<file path="src/bpa_pkg.sv">
// Shared types, constants and helpers of the bitmap page allocator.
`timescale 1ns / 1ps
`default_nettype none
package bpa_pkg;

    localparam int PAGE_W       = 15;     // register and window page width
    localparam int PAGE_OUT_W   = 14;     // page field width
    localparam int COUNT_OUT_W  = 15;     // free count field width
    localparam int OP_W         = 3;
    localparam int CFG_IDX_W    = 2;
    localparam int MAX_PAGES_DEF = 16384;

    localparam logic [PAGE_W-1:0] TOTAL_RST = 15'd16384;
    localparam logic [PAGE_W-1:0] FIRST_RST = 15'd0;
    localparam logic [PAGE_W-1:0] LOWB_RST  = 15'd4096;

    localparam logic [CFG_IDX_W-1:0] REG_TOTAL = 2'd0;
    localparam logic [CFG_IDX_W-1:0] REG_FIRST = 2'd1;
    localparam logic [CFG_IDX_W-1:0] REG_LOWB  = 2'd2;

    typedef enum logic [OP_W-1:0] {
        OP_INIT  = 3'd0,
        OP_RANGE = 3'd1,
        OP_LOW   = 3'd2,
        OP_HIGH  = 3'd3,
        OP_ANY   = 3'd4,
        OP_FREE  = 3'd5
    } t_opcode;

    typedef enum logic [4:0] {
        S_CLEAR = 5'b00001,
        S_IDLE  = 5'b00010,
        S_INIT  = 5'b00100,
        S_SCAN  = 5'b01000,
        S_FREE  = 5'b10000
    } t_state;

    // Result of examining one bitmap byte against a window.
    typedef struct packed {
        logic       hit;
        logic [2:0] idx;    // bit position from the MSB, i.e. page offset in byte
        logic [7:0] mask;   // pages of the byte inside the window, MSB first
    } t_pick;

    typedef struct packed {
        logic              ok;
        logic [PAGE_W-1:0] ws;
        logic [PAGE_W-1:0] we;  // end clamped to the total
    } t_win;

    function automatic t_win win_check(logic [PAGE_W-1:0] ws, logic [PAGE_W-1:0] we_raw,
                                       logic [PAGE_W-1:0] tot, logic [PAGE_W-1:0] ff,
                                       logic cnt_nz);
        t_win w;
        w.ws = ws;
        w.we = (we_raw > tot) ? tot : we_raw;
        w.ok = cnt_nz && (ws < w.we) && (ws >= ff);
        return w;
    endfunction

endpackage
`default_nettype wire

</file>
<file path="src/bpa_byte_pick.sv">
// Window mask and lowest-free-page pick within one bitmap byte.
`timescale 1ns / 1ps
`default_nettype none
module bpa_byte_pick #(
    parameter int AW = 11
) (
    input  wire logic [AW-1:0]                 i_byte,
    input  wire logic [7:0]                    i_data,
    input  wire logic [bpa_pkg::PAGE_W-1:0]    i_start,
    input  wire logic [bpa_pkg::PAGE_W-1:0]    i_end,
    output bpa_pkg::t_pick                     o_pick
);

    localparam int CW = (AW + 3 > bpa_pkg::PAGE_W) ? AW + 3 : bpa_pkg::PAGE_W;

    logic [CW-1:0] start_w;
    logic [CW-1:0] end_w;
    logic [CW-1:0] page_w;
    logic [7:0]    mask;
    logic [7:0]    avail;
    logic          found;
    logic [2:0]    idx;

    assign start_w = CW'(i_start);
    assign end_w   = CW'(i_end);

    always_comb begin
        mask  = '0;
        found = 1'b0;
        idx   = '0;
        page_w = '0;
        for (int j = 0; j < 8; j++) begin
            page_w = CW'({i_byte, 3'(j)});
            mask[7-j] = (page_w >= start_w) && (page_w < end_w);
        end
        avail = mask & i_data;
        // lowest page first, which is the most significant bit
        for (int j = 7; j >= 0; j--) begin
            if (avail[7-j]) begin
                found = 1'b1;
                idx   = 3'(j);
            end
        end
    end

    assign o_pick.hit  = found;
    assign o_pick.idx  = idx;
    assign o_pick.mask = mask;

endmodule
`default_nettype wire

</file>
<file path="config.mk">
export PLATFORM = sky130hd
export DESIGN_NAME = bpa_byte_pick
export DESIGN_NICKNAME = d
export VERILOG_FILES = /design/src/bpa_pkg.sv /design/src/bpa_byte_pick.sv
export SDC_FILE = /design/constraint.sdc
export NUM_CORES = 1
export LEC_CHECK = 0
export ABC_CLOCK_PERIOD_IN_PS = 3400
export BUFFER_PORTS_ARGS = -buffer_cell sky130_fd_sc_hd__buf_4
export CAP_MARGIN = 20
export CORE_ASPECT_RATIO = 0.75
export CORE_MARGIN = 10
export CORE_UTILIZATION = 45
export DETAILED_ROUTE_END_ITERATION = 6
export PLACE_DENSITY = 0.82
export SLEW_MARGIN = 10
export SYNTH_ARGS = -nofsm -noshare
export SYNTH_HDL_FRONTEND = slang
export SYNTH_SLANG_ARGS = --single-unit
export TNS_END_PERCENT = 20
</file>
<file path="constraint.sdc">
create_clock -name vclk -period 3.4
set_input_delay 0.51 -clock vclk [all_inputs]
set_output_delay 0.51 -clock vclk [all_outputs]
set_load 0.005 [all_outputs]
</file>
# After elaboration in Yosys (flattened, before gate mapping)
# Index checks and enable logic that the tools add are counted.
# Widths: inputs -> output; s select.
[op_classes] order_cmp=16 muxes=16 bitwise_logic=1 reduce_logical=8
[op_table] op="$ge 14x15->1" count=8
[op_table] op="$lt 14x15->1" count=8
[op_table] op="$mux 3" count=8
[op_table] op="$and 8x8->8" count=1
[op_table] op="$logic_and 1x1->1" count=8
[op_table] op="$mux 1" count=8
[totals] ff_bits=0 out_inout_bits=12

# Depth between registers and ports, before layout
# Gate-level depths: netlist (run 1).
[depth] depth_word=11 mapped_depth=11

# Worst setup path before layout (run 1)
# No wires, ideal clock.
[synth_path] path_type="input -> output" from="input port i_start[5] (netlist name)" to="output port o_pick[11] (netlist name)" t_arrival_ns=2.688 t_required_ns=2.890 setup_slack_ns=0.202 path_stages=11 n_path_buf=2 path_cell_list="inv_1 -> ha_1 -> a21o_1 -> a221o_1 -> a211o_1 -> buf_6 -> o211a_4 -> nand2_2 -> and3b_1 -> or3b_1 -> buf_4"
[synth_lines] item="start, declared" line_no="bpa_byte_pick.sv:9" source="input wire logic [bpa_pkg::PAGE_W-1:0] i_start,"
[synth_lines] item="end, declared" line_no="bpa_byte_pick.sv:11" source="output bpa_pkg::t_pick o_pick"

==> reports/metrics.yaml, run 1 <==
status: "finished with violations"
violations: "setup timing"
crit_path_start_kind: "input pin"
finalSetupViolCount: 1
fin_cells: 246
postRouteAntennaNets: 0
vias: 1386
hold_class: "in2out"
stdcell_area_um2: 1630
ys_types: 47
grtUsageTotal: 0.146
fin_crit_ns: 3.44
area.growth.synth_to_final_pct: 53.1
power_density_nw_per_um2: 144
grt_overflow: 0
syn_inst: 151
critPathCaptureType: "primary output"
start_util: 0.469
fillCellCount: 189
slew_headroom: 0.704
portBuffers: 61
synthTopCellsByCount: "inv_1 (25), ha_1 (24), nor2_1 (11)"
pre_cts_slack_ns: -0.00615
rsz0062_at_grt: "yes"
worst_ep_arrival_time_ns: 2.93
grt_max_degree: 8
die_area_um2: 4730
max_freq_mhz: 291
hpwl_um: 3380
seq_cells: 0
path_max_fanout: 6
antenna_found_initial: 0
fin_nets: 287
highest-signal-layer: "met4"
dr.pass1.iters: 5
worst_pin_slew_ns: 0.440
num_antenna_cells: 0
grt_pass1_wl_um: 6310
hold_buffers: 0
synth_fa_ha_area_frac: 0.282
drtIter0Drc: 59
synth_top_family_by_area: "compound AO/OA/AOI/OAI gates"
route.detailed.drc: 0
dp.cells: 246
yosys.area_share.simple: 0.262
required_ns: 2.89
crit_start: "i_byte[3]"
post_drt_wl_per_cell_um: 15.9
yosys.cell_count.top_type: "inv_1"
clock_buffers: 0
power_mw: 0.235
yosysTopAreaCell: "ha_1"
synth_area_um2: 1060
die_w_um: 76.2
slew_violations: 0
ir_drop_v: 0.0000733
route.met2.wl_um: 1910
hold_violations: 0
core_area_um2: 2270
rows: 15
die_h_um: 62.1
num_io_pins: 61
synth_top_area_frac: 0.282
seq_area_um2: 0
synth_area_leaders: "ha_1 (28%), inv_1 (8.8%), a21oi_1 (4.7%)"
synth-xor-area-share: 0
drt-met1-wl_um: 1660
synth_mux_area_frac: 0
avgSynthCellArea_um2: 7.05
leakage_nw: 0.879
gp_congestion: 0.856
critPathKind: "in2out"
ys_warn_count: 0
drive_gt1_frac: 0.392
synth.yosys.seq_area_share: 0
first_global_vias: 1449
setup_slack_ns: -0.0392
vias_per_cell: 5.63
drt-total-wl_um: 3900
wl_met3_um: 293
syn_nets: 224
post-route-period-util: 1.01
tns_ns: -0.0392
synth-compound-area-share: 0.347
drv_cap: 0
place_area_um2: 1570
cp-endpoint: "o_pick[11]"
critical path: stages:
cell     delay, ns
buf_4         0.12
ha_1          0.30
and3_1        0.21
a221o_1       0.34
a211o_4       0.38
a21o_2        0.22
nand3_1       0.13
and3b_1       0.21
or3b_1        0.36
buf_4         0.14
power breakdown:
| part | total (mW) | internal [mW] | leakage (nW) | switching (mW) |
|---|---|---|---|---|
| sequential | 0 | 0 | 0 | 0 |
| combinational | 0.235 | 0.126 | 0.879 | 0.109 |
| clock | 0 | 0 | 0 | 0 |
| total | 0.235 | 0.126 | 0.879 | 0.109 |
through the flow:
step	hold WS, ns	utilization
6_report	1.38	0.718
5_1_grt	1.40	0.718
4_1_cts	1.38	0.702
3_5_place_dp	1.38	0.689
3_3_place_gp	1.37	0.689
2_1_floorplan	1.17	-
final cells by class:
class | instances | area, um2 | area share
inverters | 25 | 93.8 | 0.0576
multi-input cells | 123 | 1010 | 0.622
repair buffers | 64 | 480 | 0.295
well taps | 34 | 42.5 | 0.0261
how the worst min path moves through the flow:
stage                        start        end  cells past startpoint  slack [ns]
after detailed placement  i_end[1]  o_pick[3]                      3        1.38
after global placement    i_end[1]  o_pick[3]                      3        1.37
after floorplan           i_end[1]  o_pick[3]                      1        1.17
after CTS                 i_end[1]  o_pick[3]                      3        1.38
final                     i_end[1]  o_pick[3]                      3        1.38
after global routing      i_end[1]  o_pick[3]                      3        1.40
layout by cell type, fill, tap and decap left out, types with 4 or more instances in the layout:
| cell | netlist | layout |
|---|---|---|
| nor2_1 | 11 | 11 |
| nor3_1 | 6 | 5 |
| a21oi_1 | 10 | 10 |
| buf_4 | 1 | 64 |
| nand3_1 | 6 | 6 |
| nand2_1 | 4 | 4 |
| inv_1 | 25 | 25 |
| ha_1 | 24 | 23 |
| nand4_1 | 6 | 6 |
| a21o_2 | 5 | 5 |
repair_timing:
action,in CTS,in global routing
gates resized for setup,3,5
pin swaps,2,3
buffers inserted,0,0
setup endpoints to repair,1,4
per-layer routing:
| metal | track usage | up-vias |
|---|---|---|
| met5 | 0 | - |
| met4 | 0.00926 | 0 |
| met3 | 0.0259 | 6 |
| met2 | 0.269 | 66 |
| met1 | 0.177 | 625 |
| li1 | - | 689 |
kinds of logic after synthesis:
kind of cell	Yosys count
and+or+nand+nor	51
AOI/OAI and AO/OA	48
buffers and inverters	28
adders and majority gates	24
Note: power is estimated with default switching activity, not from simulation.
==> inputs of run 2 (changes only) <==
--- a/config.mk
+++ b/config.mk
@@ -5,12 +5,12 @@
 export SDC_FILE = /design/constraint.sdc
 export NUM_CORES = 1
 export LEC_CHECK = 0
-export ABC_CLOCK_PERIOD_IN_PS = 3400
+export ABC_CLOCK_PERIOD_IN_PS = 3000
 export BUFFER_PORTS_ARGS = -buffer_cell sky130_fd_sc_hd__buf_4
 export CAP_MARGIN = 20
 export CORE_ASPECT_RATIO = 0.75
 export CORE_MARGIN = 10
-export CORE_UTILIZATION = 45
+export CORE_UTILIZATION = 43
 export DETAILED_ROUTE_END_ITERATION = 6
 export PLACE_DENSITY = 0.82
 export SLEW_MARGIN = 10
==> constraint.sdc (replaced) <==
create_clock -name vclk -period 3
set_input_delay 0.45 -clock vclk [all_inputs]
set_output_delay 0.45 -clock vclk [all_outputs]
set_load 0.005 [all_outputs]
==> run 2 against run 1 <==
  * Critical path type unchanged
  * Largest power group unchanged
  * Die area up 3.3%
  * Core utilization rose by 6.1 points
  * Critical path depth up 1
  * Global-route usage increased by 1.4 points
  * Sequential share of layout area did not move
  * Combinational power rose by 33%
  * Via count up 4.8%
  * Non-clock buffer count rose by 16
  * The flow finishes with violations (DRC, setup timing)
  * Clock-buffer cell count unchanged
  * Power grew 33%
==> reports/metrics.yaml, run 2 (synthesized netlist as in run 1, its figures left out) <==
grtUsageTotal: 0.159
slew_headroom: 0.654
start_util: 0.458
postRouteAntennaNets: 0
max_freq_mhz: 311
status: "finished with violations"
portBuffers: 61
drive_gt1_frac: 0.487
hpwl_um: 3610
pre_cts_slack_ns: -0.232
power_density_nw_per_um2: 172
critPathKind: "in2out"
clock_buffers: 0
seq_area_um2: 0
final_common_cell: "buf_4"
violations: "DRC, setup timing"
rsz0062_at_grt: "yes"
die_h_um: 63.1
slew_violations: 0
critPathCaptureType: "primary output"
crit_path_start_kind: "input pin"
crit_start: "i_start[5]"
vias: 1452
crit_family: "compound AO/OA/AOI/OAI gates"
slowest_delay_ns: 0.42
route.detailed.drc: 1
hold_class: "in2out"
post_drt_wl_per_cell_um: 16.7
hold_violations: 0
ir_drop_v: 0.0000961
grt_pass1_wl_um: 6880
crit_chain: "buf_6 -> inv_4 -> ha_4 -> a21o_1 -> a221o_1 -> a211o_4 -> buf_6 -> o211ai_1 -> nand2_1 -> or3b_4 -> buf_6"
clkPwrFrac: 0
drv_cap: 0
switching_share: 0.441
p_sw_mw: 0.138
setup_slack_ns: -0.213
die_area_um2: 4890
area.growth.synth_to_final_pct: 70.3
worst_pin_slew_ns: 0.518
worst_ep_arrival_time_ns: 2.76
num_antenna_cells: 0
path_max_fanout: 6
rows: 15
hp-start: "i_end[1]"
worst-path-buf-inv: 4
grt_max_degree: 8
required_ns: 2.55
gp_congestion: 0.913
grt_overflow: 0
drtIter0Drc: 72
dr.pass1.iters: 7
layout_common_cells: "buf_4 (76), inv_1 (22), ha_1 (21), a21oi_1 (10), nor2_1 (9)"
post-route-period-util: 1.07
fin_nets: 303
path_common_cell: "buf_6"
power_mw: 0.313
internal_power_mw: 0.175
finalSetupViolCount: 4
first_global_vias: 1503
leakage_nw: 0.961
sequentialPowerShare: 0
core_area_um2: 2330
drt-total-wl_um: 4370
p_comb_frac: 1.000
antenna_found_initial: 0
seq_cells: 0
num_io_pins: 61
fin_crit_ns: 3.21
vias_per_cell: 5.54
cp_slowest_cell: "or3b_4"
die_w_um: 77.5
hold_buffers: 0
[run 2: cell types whose count changed in the layout (fill, tap and decap cells not counted), sizes merged]
cell and change:
buf +16
[run 2: layout make-up]
class | count | area (um2)
Fill cell | 167 | 514
Inverter | 25 | 98.8
Tap cell | 34 | 42.5
Multi-Input combinational cell | 123 | 1060
Timing Repair Buffer | 80 | 616
[run 2: power groups by stage]
stage	combinational, mW	sequential (mW)	clock, mW
6_report	0.313	0	0
5_1_grt	0.340	0	0
4_1_cts	0.297	0	0
3_5_place_dp	0.279	0	0
3_3_place_gp	0.267	0	0
2_1_floorplan	0.138	0	0
[run 2: final timing paths]
| path | end | slack, ns | cells past startpoint |
|---|---|---|---|
| hold / removal | o_pick[3] | 1.27 | 3 |
| setup / recovery | o_pick[11] | -0.21 | 11 |
[run 2: per-layer routing]
| metal | up-vias | global-route usage | part of all wire |
|---|---|---|---|
| li1 | 722 | - | - |
| met1 | 637 | 0.189 | 0.43 |
| met2 | 87 | 0.295 | 0.48 |
| met3 | 6 | 0.0198 | 0.069 |
| met4 | 0 | 0.0341 | 0.020 |
| met5 | - | 0 | 0 |
[run 2: tightest hold or removal path, cell delays in order]
cell and delay, ns:
buf_4 0.11, o211a_1 0.16, buf_4 0.10
[run 2: what timing repair did]
item / CTS / global route
endpoints found under the hold margin: 0 / 0
pin swaps: 12 / 8
buffers inserted: 1 / 1
gates resized for setup: 14 / 9
endpoints found under the setup margin: 4 / 4
[run 2: metrics by stage]
stage	setup TNS, ns	std cells	util	hold slack [ns]	area (um2)
2_1_floorplan	0	151	-	1.05	1090
3_3_place_gp	-0.405	260	0.731	1.25	1700
3_5_place_dp	-0.706	260	0.731	1.26	1700
4_1_cts	-0.448	261	0.760	1.27	1770
5_1_grt	-0.889	262	0.779	1.30	1810
6_report	-0.559	262	0.779	1.27	1810
